<file path="config.mk">
export PLATFORM = sky130hd
export DESIGN_NAME = multi_channel_soft_timer_bank_unit
export DESIGN_NICKNAME = d
export VERILOG_FILES = /design/src/hw/rtl/mcstb_pkg.sv /design/src/hw/rtl/multi_channel_soft_timer_bank_unit.sv
export SDC_FILE = /design/constraint.sdc
export NUM_CORES = 1
export LEC_CHECK = 0
export BUFFER_PORTS_ARGS = -buffer_cell sky130_fd_sc_hd__buf_2
export CORE_UTILIZATION = 50
export DETAILED_ROUTE_END_ITERATION = 8
export HOLD_SLACK_MARGIN = 0.12
export PLACE_DENSITY = 0.66
export SETUP_SLACK_MARGIN = 0.05
export SLEW_MARGIN = 20
export SYNTH_ARGS = -nofsm -noshare
export SYNTH_HDL_FRONTEND = slang
export SYNTH_SLANG_ARGS = --single-unit
</file>
<file path="constraint.sdc">
create_clock -name clk -period 9.63 [get_ports clk]
set_input_delay 2.4075 -clock clk [delete_from_list [all_inputs] [get_ports clk]]
set_output_delay 2.4075 -clock clk [all_outputs]
set_load 0.05 [all_outputs]
</file>
<file path="src/hw/rtl/mcstb_pkg.sv">
// Shared types and constants for the soft timer bank: command and result words,
// operation and result codes, slot sizing.
// No dependencies.
package mcstb_pkg;

  // Number of timer slots held in the bank.
  localparam int NUM_SLOTS = 8;
  // Most expire results one tick may report.
  localparam int MAX_RESULTS = 8;

  localparam int SLOT_W = (NUM_SLOTS > 1) ? $clog2(NUM_SLOTS) : 1;
  localparam int RES_CNT_W = $clog2(MAX_RESULTS + 1);
  localparam int FSLOT_W = 3;
  localparam int PERIOD_W = 32;

  typedef logic [1:0] op_t;
  localparam op_t OP_TICK = 2'd0;
  localparam op_t OP_START = 2'd1;
  localparam op_t OP_STOP = 2'd2;

  typedef logic [1:0] kind_t;
  localparam kind_t KIND_ACK = 2'd0;
  localparam kind_t KIND_FIRED = 2'd1;
  localparam kind_t KIND_NONE = 2'd2;

  typedef struct packed {
    op_t                 op;
    logic [FSLOT_W-1:0]  slot;
    logic [PERIOD_W-1:0] period;
    logic                one_shot;
  } cmd_t;

  typedef struct packed {
    kind_t              kind;
    logic [FSLOT_W-1:0] fired_slot;
    logic               last;
  } res_t;

endpackage

</file>
<file path="src/hw/rtl/multi_channel_soft_timer_bank_unit.sv">
// Top level of the soft timer bank: slot table in two synchronous memories,
// scan sequencer and result register.
// Depends on mcstb_pkg.
//
//  port     dir  handshake              word
//  -------  ---  ---------------------  -----------------------------------
//  cmd      in   start high, busy low   op, slot, period, one_shot
//  result   out  strobe, one cycle      kind, fired_slot, last
//
// For start and stop the word is taken, the slot is written and the
// acknowledge appears on the cycle after. A tick holds busy through the
// scan: ST_SCAN makes one memory read per slot while the count memory port
// streams through the table, ST_FLUSH updates the last slot and ST_REPORT
// sends the closing result. Expire results appear during the scan, one
// behind the slot that caused them, so that the final one can carry last.
// Reset clears the active and mode flags but not the period and count
// memories; these are written on every start before a slot can go active,
// so they need no clearing pass. The receiver cannot stall the result side.
module multi_channel_soft_timer_bank_unit (
  input  logic            clk,
  input  logic            rst,
  input  logic            start,
  output logic            busy,
  input  mcstb_pkg::cmd_t cmd,
  output logic            strobe,
  output mcstb_pkg::res_t result
);
  import mcstb_pkg::*;

  typedef enum logic [1:0] {ST_IDLE, ST_SCAN, ST_FLUSH, ST_REPORT} state_t;

  localparam logic [SLOT_W-1:0] LAST_SLOT = SLOT_W'(NUM_SLOTS - 1);

  state_t state;

  // Scan pointer (read side) and the slot whose read data is now valid.
  logic [SLOT_W-1:0] idx;
  logic [SLOT_W-1:0] proc_idx;
  logic              proc_vld;

  // One expire result held back until we know whether another follows.
  logic [SLOT_W-1:0]    pend_idx;
  logic                 pend_vld;
  logic [RES_CNT_W-1:0] n_rep;

  // Per-slot flags live in flip-flops so reset can clear them at once.
  logic [NUM_SLOTS-1:0] active;
  logic [NUM_SLOTS-1:0] single_mode;

  // Slot table: periods and running counts, one read per cycle each.
  logic [PERIOD_W-1:0] period_mem [NUM_SLOTS];
  logic [PERIOD_W-1:0] count_mem  [NUM_SLOTS];
  logic [PERIOD_W-1:0] per_q;
  logic [PERIOD_W-1:0] cnt_q;

  logic                accept;
  logic                slot_ok;
  logic [SLOT_W-1:0]   wslot;
  logic [PERIOD_W-1:0] cnt_inc;
  logic                slot_live;
  logic                fire;
  logic                report;

  assign busy    = (state != ST_IDLE);
  assign accept  = start && !busy;
  // Slots beyond the table are acknowledged but leave the state alone.
  assign slot_ok = (int'(cmd.slot) < NUM_SLOTS);
  assign wslot   = SLOT_W'(cmd.slot);

  // Read-modify-write of one slot per cycle. A running slot's count stays
  // below its period, or at zero for period zero: the increment cannot wrap.
  assign cnt_inc   = cnt_q + PERIOD_W'(1);
  assign slot_live = proc_vld && active[proc_idx];
  assign fire      = slot_live && (cnt_inc >= per_q);
  // Slots that fire past the result limit still reload but are not reported.
  assign report    = fire && (n_rep < RES_CNT_W'(MAX_RESULTS));

  // Period memory: written by start, read at the scan pointer.
  always_ff @(posedge clk) begin
    if (accept && (cmd.op == OP_START) && slot_ok) begin
      period_mem[wslot] <= cmd.period;
    end
    per_q <= period_mem[idx];
  end

  // Count memory: cleared by start, advanced or reloaded by the scan. The
  // scan writes each slot once, in the cycle after reading it, and never
  // writes a slot whose read is still pending, so no forwarding is needed.
  always_ff @(posedge clk) begin
    if (accept && (cmd.op == OP_START) && slot_ok) begin
      count_mem[wslot] <= '0;
    end else if (slot_live) begin
      count_mem[proc_idx] <= fire ? '0 : cnt_inc;
    end
    cnt_q <= count_mem[idx];
  end

  always_ff @(posedge clk) begin
    if (rst) begin
      state       <= ST_IDLE;
      idx         <= '0;
      proc_idx    <= '0;
      proc_vld    <= 1'b0;
      pend_vld    <= 1'b0;
      n_rep       <= '0;
      active      <= '0;
      single_mode <= '0;
      strobe      <= 1'b0;
    end else begin
      strobe   <= 1'b0;
      proc_vld <= (state == ST_SCAN);
      proc_idx <= idx;

      // Drop a one-shot slot once it has fired.
      if (fire && single_mode[proc_idx]) begin
        active[proc_idx] <= 1'b0;
      end

      // Release the held result and hold the new one in its place.
      if (report) begin
        if (pend_vld) begin
          strobe <= 1'b1;
          result <= '{kind: KIND_FIRED, fired_slot: FSLOT_W'(pend_idx), last: 1'b0};
        end
        pend_idx <= proc_idx;
        pend_vld <= 1'b1;
        n_rep    <= n_rep + RES_CNT_W'(1);
      end

      unique case (state)
        ST_IDLE: begin
          if (start) begin
            unique case (cmd.op)
              OP_TICK: begin
                state    <= ST_SCAN;
                idx      <= '0;
                pend_vld <= 1'b0;
                n_rep    <= '0;
              end
              OP_START: begin
                if (slot_ok) begin
                  active[wslot]      <= 1'b1;
                  single_mode[wslot] <= cmd.one_shot;
                end
                strobe <= 1'b1;
                result <= '{kind: KIND_ACK, fired_slot: cmd.slot, last: 1'b1};
              end
              OP_STOP: begin
                if (slot_ok) begin
                  active[wslot] <= 1'b0;
                end
                strobe <= 1'b1;
                result <= '{kind: KIND_ACK, fired_slot: cmd.slot, last: 1'b1};
              end
              default: begin
                // Unused code: no state change, no result.
              end
            endcase
          end
        end
        ST_SCAN: begin
          if (idx == LAST_SLOT) begin
            state <= ST_FLUSH;
          end else begin
            idx <= idx + SLOT_W'(1);
          end
        end
        ST_FLUSH: begin
          // The last slot is updated in this cycle.
          state <= ST_REPORT;
        end
        ST_REPORT: begin
          strobe <= 1'b1;
          if (pend_vld) begin
            result <= '{kind: KIND_FIRED, fired_slot: FSLOT_W'(pend_idx), last: 1'b1};
          end else begin
            result <= '{kind: KIND_NONE, fired_slot: '0, last: 1'b1};
          end
          state <= ST_IDLE;
        end
        default: begin
          state <= ST_IDLE;
        end
      endcase
    end
  end

  // An acknowledge only ever follows a taken start or stop word.
  a_ack_follows_cmd: assert property (@(posedge clk) disable iff (rst)
    strobe && (result.kind == KIND_ACK) |-> $past(accept))
    else $error("acknowledge without a start or stop word");

  // A none result closes its tick.
  a_none_is_last: assert property (@(posedge clk) disable iff (rst)
    strobe && (result.kind == KIND_NONE) |-> result.last)
    else $error("none result not marked last");

  // The closing result of a tick frees the block on the next cycle.
  a_report_frees: assert property (@(posedge clk) disable iff (rst)
    (state == ST_REPORT) |=> !busy && strobe && result.last)
    else $error("tick did not close with a last result");

  // Never more results than the limit within one tick.
  a_rep_bound: assert property (@(posedge clk) disable iff (rst)
    n_rep <= RES_CNT_W'(MAX_RESULTS))
    else $error("expire result count over limit");

endmodule

</file>
**Word level (Yosys, flattened, before mapping)**

Memory sizes are Yosys's and may differ from the RTL's. A register that Yosys moved wholly into a read port is not among the register bits.
Index checks and enable logic that the tools add are counted.

- Register bits: 40
- Bits in writable memories: 512
- Output and inout port bits: 8
- Memories kept: 2

Memory list:

| memory | depth | bits a word | rd ports | clocked after Yosys merged registers in | write ports | RTL line | source |
|---|---|---|---|---|---|---|---|
| count_mem | 8 | 32 | 1 | 1 | 1 | multi_channel_soft_timer_bank_unit.sv:52 | `logic [PERIOD_W-1:0] count_mem [NUM_SLOTS];` |
| period_mem | 8 | 32 | 1 | 1 | 1 | multi_channel_soft_timer_bank_unit.sv:51 | `logic [PERIOD_W-1:0] period_mem [NUM_SLOTS];` |

- $add $sub $neg: 3
- $lt $le $gt $ge: 6
- Eq/ne operators: 10
- Multiplexer cells: 50
- Bitwise logic cells: 6
- Reduce and logical (&&, ||, !) cells: 19

Operators with widths:

| cell | count |
|---|---|
| 32-bit 2-to-1 mux | 2 |
| 32-bit by 1-bit adder with 32-bit output, second input constant | 1 |
| 32-bit >= comparator | 1 |
| 8-bit 2-to-1 mux | 4 |
| 32-bit OR reduction | 1 |
| 6-bit 2-to-1 mux | 5 |
| 1-bit 2-to-1 mux | 18 |
| 8-bit bitwise AND | 2 |
| 4-bit 2-to-1 mux | 4 |
| 8-bit inverter | 2 |
| 8-bit one-hot mux with 2 select lines | 1 |
| 3-bit 2-to-1 mux | 4 |
| 6-bit one-hot mux with 2 select lines | 1 |
| 8-bit bitwise mux | 1 |
| 1-bit logical AND | 8 |
| 3-bit by 4-bit < comparator with 1-bit output, second input constant | 2 |
| 8-bit OR | 1 |
| 2-bit one-hot mux with 4 select lines | 1 |
| 1-bit binary-select mux with 3-bit select | 2 |
| 1-bit demux with 3-bit select | 2 |
| 2-bit == test, second input constant | 3 |
| 3-bit by 1-bit >= comparator with 1-bit output, second input constant | 2 |
| 2-bit 2-to-1 mux | 3 |
| 3-bit one-hot mux with 2 select lines | 1 |
| other kinds (16) | 22 |

**Depth between registers and ports, before layout**

Gate-level depths: netlist of the first run.

- Depth after elaboration: 12
- Gate-level depth with buffers: 15

**Worst setup path after synthesis of the first run**

No wires, ideal clock.

- Path type: in2reg
- Start: in cmd[37] in the netlist's numbering
- End: reg single_mode[3]
- Setup time: 0.128 ns
- Arrival: 5.711 ns
- Required time: 9.502 ns
- Slack: 3.791 ns
- Stages on the path: 6
- Buffers on the path: 0
- Cells stage by stage: inv_1 ha_1 nand3_1 nor3_1 mux2i_1 nor2_1

- Longest elaborated chain between the ends: 2

RTL lines:

| element | RTL line | source |
|---|---|---|
| start: declaration | multi_channel_soft_timer_bank_unit.sv:24 | `input mcstb_pkg::cmd_t cmd,` |
| 2-bit by 1-bit == test with 1-bit output | multi_channel_soft_timer_bank_unit.sv:133 | `unique case (cmd.op)` |
| 3-bit AND reduction (no source line) | -- |  |
| end signal: indexed assignment | multi_channel_soft_timer_bank_unit.sv:143 | `single_mode[wslot] <= cmd.one_shot;` |
| end: declaration | multi_channel_soft_timer_bank_unit.sv:48 | `logic [NUM_SLOTS-1:0] single_mode;` |

Every way passes these cells.
A chain may end at the register's enable or synchronous reset.

**Worst setup path after layout of the first run**

- Start: in cmd[37] in the netlist's numbering
- End: mem count_mem[3][5], enable pin

- Longest elaborated chain between the ends: 6
- Elaborated cells between the ends (all ways): 9

RTL lines:

| element | RTL line | source |
|---|---|---|
| 2-bit by 1-bit == test with 1-bit output (*) | multi_channel_soft_timer_bank_unit.sv:90 | `if (accept && (cmd.op == OP_START) && slot_ok) begin` |
| 1-bit logical AND (*) | multi_channel_soft_timer_bank_unit.sv:90 |  |
| 1-bit 2-to-1 mux | multi_channel_soft_timer_bank_unit.sv:90 |  |
| 1-bit 2-to-1 mux | multi_channel_soft_timer_bank_unit.sv:93 | `count_mem[proc_idx] <= fire ? '0 : cnt_inc;` |
| 32-bit OR reduction (no source line) | -- |  |
| 3-bit 2-to-1 mux (no source line) / 1-bit 2-to-1 mux (equally long branches) | -- |  |
| end: declaration | multi_channel_soft_timer_bank_unit.sv:52 |  |

Mark *: on every way between the ends. The rest lies on a longest branch, timed or not.

==> flow_metrics.py, run 1 <==
metrics = {
    "grt": {
        "grt_max_degree": 68,
        "met1_usage_pct": 26.8,
        "busiest_layer": "met2",
        "grt.overflow.total": 0,
        "grt_pass1_vias": 12000,
        "grt_pass1_wl_um": 70600,
        "grt_usage_pct": 19.0,
        "antenna_found_initial": 5,
        "met3_usage_pct": 3.76,
        "grt_util_met2_pct": 30.9,
    },
    "floorplanning": {
        "coreArea_sq_um": 47800,
        "start_util_pct": 50.7,
        "die_h_um": 222,
        "pin_count": 49,
        "die_area_sq_um": 49400,
        "die_x_um": 222,
        "placementRows": 80,
    },
    "placed_design": {
        "dp_hpwl_um": 25000,
        "dpl_cell_area_sq_um": 25300,
        "place_congestion": 0.800,
        "io_buffers": 48,
    },
    "cts": {
        "htreeDepth": 2,
        "root_buffer": "clkbuf_16",
        "cts_buffer_depth": 3,
        "cts_setup_buffers": 0,
        "cts_buffers": 60,
        "cts.sinks": 616,
        "cts_hold_buf": 0,
        "cts_tree": "yes",
        "ctsResizeCount": 0,
        "clock_latency_ps": 620,
        "clkSlewWorstSetupHoldPaths_ps": 60,
    },
    "synthesis": {
        "synth_nets": 1388,
        "yosysUniqueCellTypes": 61,
        "synth_cells": 1304,
        "async_reset_ff_share_pct": 0,
        "yosys_warnings": 0,
        "ys_seq_area_share_pct": 72.3,
        "synth.cell_area_sq_um": 24300,
        "synthFlopType": "edfxtp_1",
        "synth_enable_flop_cells": 521,
        "synth_seq_cells": 616,
        "syn_avg_cell_area_sq_um": 18.6,
    },
    "drt": {
        "drt_iter0_drc": 748,
        "drc": 0,
        "via_count": 11600,
        "drt_wl_total_um": 45500,
        "viasPerCell": 5.68,
        "antenna_left": 0,
        "wl_per_cell_um": 22.2,
        "drt_first_pass_iters": 5,
    },
    "setup_path": {
        "path_max_fanout": 32,
        "worstSetupEndpointType": "flip-flop",
        "worstSetupPathType": "primary input to flip-flop",
        "worstPathArrival_ps": 5290,
        "start_kind": "primary input",
        "critPathRequiredTime_ps": 9860,
    },
    "job": {
        "maxCapViolCount": 0,
    },
    "final_layout": {
        "fin_util_pct": 56.9,
        "nets": 1462,
        "multi_input_area_sq_um": 6430,
        "syn2layout_area_growth_pct": 12.2,
        "final_common_cell": "edfxtp_1",
        "fill_cells": 3630,
        "drive_gt1_share_pct": 27.4,
        "final_cell_mix": "521 x edfxtp_1, 129 x mux4_2, 92 x dfxtp_1",
        "register_area_sq_um": 17600,
        "final_area_sq_um": 27200,
    },
    "timing": {
        "final-setup-viol-count": 0,
        "worst_pin_slew_ps": 1090,
        "tns_ps": 0,
        "rsz0062_at_grt": "false",
        "finalHoldViolCount": 0,
        "relSlewSlack_pct": 27.1,
        "finalCriticalPeriod_ps": 5060,
        "fin_crit_sh_pct": 52.5,
        "finClkSkew_ps": 18.5,
        "drv_slew": 0,
        "fmax_mhz": 198,
        "hold_slack_ps": 476,
    },
    "run_status": {
        "status": "complete, no violations",
    },
    "power": {
        "p_per_area_nw_per_um2": 213,
        "leakage_nw": 8.97,
        "worst_ir_drop_vdd_mv": 0.177,
    },
    "hold_path": {
        "hold_class": "flip-flop to flip-flop",
    },
}
-- registers in the layout, indices dropped and copies added (netlist names), 2 cells and up --
| register | count |
|---|---|
| count_mem | 256 |
| state | 2 |
| period_mem | 256 |
| single_mode | 8 |
| active | 8 |
| result | 6 |
| per_q | 32 |
| proc_idx | 3 |
| idx | 3 |
| pend_idx | 3 |
| n_rep | 4 |
| cnt_q | 32 |
-- per-stage QoR --
| step | setup WS, ps | std cells | power (mW) |
|---|---|---|---|
| 4_1_cts | 4120 | 2045 | 5.84 |
| 6_report | 4570 | 2046 | 5.79 |
| 2_1_floorplan | 3790 | 1304 | 3.44 |
| 5_1_grt | 4200 | 2045 | 6.00 |
| 3_5_place_dp | 3470 | 1931 | 3.59 |
| 3_3_place_gp | 3570 | 1931 | 3.58 |
-- final cells by class --
| cell class | instances | area share, % |
|---|---|---|
| Timing Repair Buffer | 67 | 1.41 |
| Multi-Input combinational cell | 588 | 23.6 |
| Sequential cell | 616 | 64.5 |
| Clock inverter | 39 | 1.06 |
| Antenna cell | 1 | 0.00919 |
| Clock buffer | 75 | 5.98 |
| Tap cell | 615 | 2.83 |
| Inverter | 45 | 0.620 |
-- routing by layer --
layer / vias up / part of all wire (%)
li1: 5317 / -
met1: 6008 / 45
met2: 228 / 48
met3: 59 / 5.0
met4: 4 / 1.5
met5: - / 0.059
-- path summary, 6_finish.rpt --
check	slack, ps	to	cells past startpoint	startpoint
hold reg to reg	480	n_rep[3]	1	n_rep[3]
setup reg to reg	4580	count_mem[0][28]	13	cnt_q[0]
hold / removal	480	n_rep[3]	1	n_rep[3]
setup / recovery	4570	count_mem[3][5]	7	cmd[37]
-- power breakdown --
group / switching, mW / leakage, nW / internal [mW] / total, mW
Combinational: 0.314 / 2.46 / 0.237 / 0.551
Sequential: 0.0392 / 5.56 / 2.94 / 2.98
Clock: 0.974 / 0.960 / 1.28 / 2.25
-- synthesized netlist by cell type (all sizes together), types with 6 or more instances --
cell | instances | area [sq um]
a21o | 6 | 45.0
a21oi | 27 | 135
and3 | 7 | 43.8
buf | 16 | 77.6
clkbuf | 39 | 146
dfxtp | 95 | 1900
edfxtp | 521 | 15600
ha | 43 | 538
inv | 45 | 169
mux2 | 65 | 732
mux2i | 11 | 110
mux4 | 129 | 2910
nand2 | 43 | 164
nand3 | 31 | 155
nand4 | 11 | 68.8
nor2 | 42 | 158
nor2b | 38 | 238
nor3 | 11 | 71.3
o21ai | 24 | 120
o22ai | 8 | 50.1
xnor2 | 20 | 175
xor2 | 11 | 96.3
-- cell families after synthesis --
kind of cell               share of synthesized area [%]
adders and majority gates                           2.22
and+or+nand+nor                                     4.56
xor gates and xnor gates                            1.12
DFF                                                 72.3
buffers and inverters                               1.62
muxes                                               15.4
AOI/OAI and AO/OA                                   2.69
-- critical path, cell delays in order --
cell and delay (ps):
buf_2 110, inv_1 70, ha_1 260, nand3_2 520, nand2_2 300, mux2i_1 630
and2_2 950
Note: power is estimated with default switching activity, not from simulation.
==> run 2: changes to the inputs <==
==> constraint.sdc (replaced) <==
create_clock -name clk -period 4.8 [get_ports clk]
set_input_delay 1.2 -clock clk [delete_from_list [all_inputs] [get_ports clk]]
set_output_delay 1.2 -clock clk [all_outputs]
set_load 0.05 [all_outputs]
==> flow_metrics.py, run 2 (synthesis gave the netlist of run 1 again) <==
metrics = {
    "power": {
        "p_clk_share_pct": 39.5,
        "power.total_mw": 11.7,
        "intPower_mw": 9.08,
        "power_switching_share_pct": 22.5,
        "p_per_area_nw_per_um2": 427,
        "p_sw_mw": 2.64,
        "comb_power_share_pct": 9.2,
        "seqPwrFrac_pct": 51.3,
        "leakage_nw": 9.03,
        "worst_ir_drop_vdd_mv": 0.336,
    },
    "grt": {
        "grt_usage_pct": 19.4,
        "grt.overflow.total": 0,
        "grt_pass1_vias": 11900,
        "grt_pass1_wl_um": 71900,
        "grt_max_degree": 85,
        "antenna_found_initial": 3,
    },
    "drt": {
        "via_count": 11700,
        "viasPerCell": 5.70,
        "antenna_left": 0,
        "drt_iter0_drc": 852,
        "wl_per_cell_um": 22.8,
        "drt_wl_total_um": 46700,
        "drt_first_pass_iters": 5,
        "drc": 0,
    },
    "timing": {
        "tns_ps": 0,
        "relSlewSlack_pct": 42.6,
        "drv_slew": 0,
        "fmax_mhz": 228,
        "finalHoldViolCount": 0,
        "fin_crit_sh_pct": 91.3,
        "finClkSkew_ps": 18.6,
        "worst_pin_slew_ps": 862,
        "finalCriticalPeriod_ps": 4380,
        "final-setup-viol-count": 0,
        "rsz0062_at_grt": "false",
    },
    "hold_path": {
        "min_delay_path_depth": 1,
        "hold_class": "flip-flop to flip-flop",
    },
    "final_layout": {
        "multi_input_area_sq_um": 6420,
        "register_area_sq_um": 17600,
        "final_cell_mix": "521 x edfxtp_1, 129 x mux4_2, 92 x dfxtp_1",
        "fill_cells": 3541,
        "syn2layout_area_growth_pct": 13.0,
        "final_area_sq_um": 27400,
        "final_common_cell": "edfxtp_1",
        "nets": 1468,
        "drive_gt1_share_pct": 27.2,
        "reg_top3": "count_mem (256), period_mem (256)",
        "final_cells": 2051,
    },
    "cts": {
        "root_buffer": "clkbuf_16",
        "cts_tree": "yes",
        "ctsResizeCount": 0,
        "clkSlewWorstSetupHoldPaths_ps": 60,
        "cts_buffer_depth": 3,
        "clock_latency_ps": 620,
        "cts.sinks": 616,
        "cts_setup_buffers": 0,
        "htreeDepth": 2,
        "cts_hold_buf": 0,
        "cts_buffers": 59,
    },
    "setup_path": {
        "critPathRequiredTime_ps": 5110,
        "worstSetupPathType": "flip-flop to flip-flop",
        "reg2reg_depth": 12,
        "path_max_fanout": 32,
        "worstPathArrival_ps": 4690,
        "worstSetupEndpointType": "flip-flop",
        "start_kind": "flip-flop",
    },
    "floorplanning": {
        "die_area_sq_um": 49400,
        "die_x_um": 222,
        "placementRows": 80,
        "pin_count": 49,
        "start_util_pct": 50.7,
        "die_h_um": 222,
        "coreArea_sq_um": 47800,
    },
    "placed_design": {
        "dp_hpwl_um": 26700,
        "dpl_cell_area_sq_um": 25400,
        "io_buffers": 48,
        "placedCellCount": 1938,
        "place_congestion": 0.792,
    },
    "job": {
        "maxCapViolCount": 0,
    },
    "run_status": {
        "status": "complete, no violations",
    },
}
-- run 2: per-stage QoR --
stage / utilization [%] / hold slack [ps] / setup slack [ps]
final: 57.3 / 471 / 418
after global routing: 57.3 / 495 / 100
after CTS: 57.3 / 472 / 383
after detailed placement: 53.2 / 458 / 424
after global placement: 53.2 / 451 / 511
after floorplan: - / 406 / 169
-- run 2: routing by layer --
| metal | global-route usage [%] | wire length, um | up-vias | part of all wire (%) |
|---|---|---|---|---|
| met1 | 27.5 | 20900 | 6048 | 45 |
| met4 | 4.44 | 668 | 4 | 1.4 |
| met2 | 31.1 | 22700 | 256 | 49 |
| met3 | 3.97 | 2450 | 55 | 5.2 |
| li1 | - | - | 5333 | - |
| met5 | 0 | 23 | - | 0.049 |
-- run 2: critical path, cell delays in order, from the launching register on --
cell	delay, ps
dfxtp_1	420
nand4_1	250
or3_1	520
nor3_4	340
nand2_1	150
nor2_1	150
xor2_1	90
ha_1	320
nand4_1	160
or4_1	590
a31oi_4	320
or3_4	510
nor2b_1	230
-- run 2: power by group through the flow --
stage / clock, mW / combinational [mW] / sequential [mW]
2_1_floorplan: 0 / 0.774 / 6.14
3_3_place_gp: 0 / 1.08 / 6.13
3_5_place_dp: 0 / 1.08 / 6.13
4_1_cts: 4.72 / 1.09 / 6.02
5_1_grt: 4.92 / 1.18 / 6.03
6_report: 4.62 / 1.08 / 6.02
-- run 2: final timing paths --
check	from	endpoint	slack (ps)
worst min register to register	n_rep[3]	n_rep[3]	470
worst max-delay path	cnt_q[3]	count_mem[2][3]	420
worst max register to register	cnt_q[3]	count_mem[2][3]	420
worst min-delay path	n_rep[3]	n_rep[3]	470
-- run 2: area by class of cell --
class	instances	area share (%)
well taps	615	2.81
inverters	45	0.616
repair buffers	74	1.91
clock buffers	77	5.85
flip-flops and latches	616	64.0
multi-input cells	588	23.4
diodes	1	0.00913
clock inverters	35	1.35
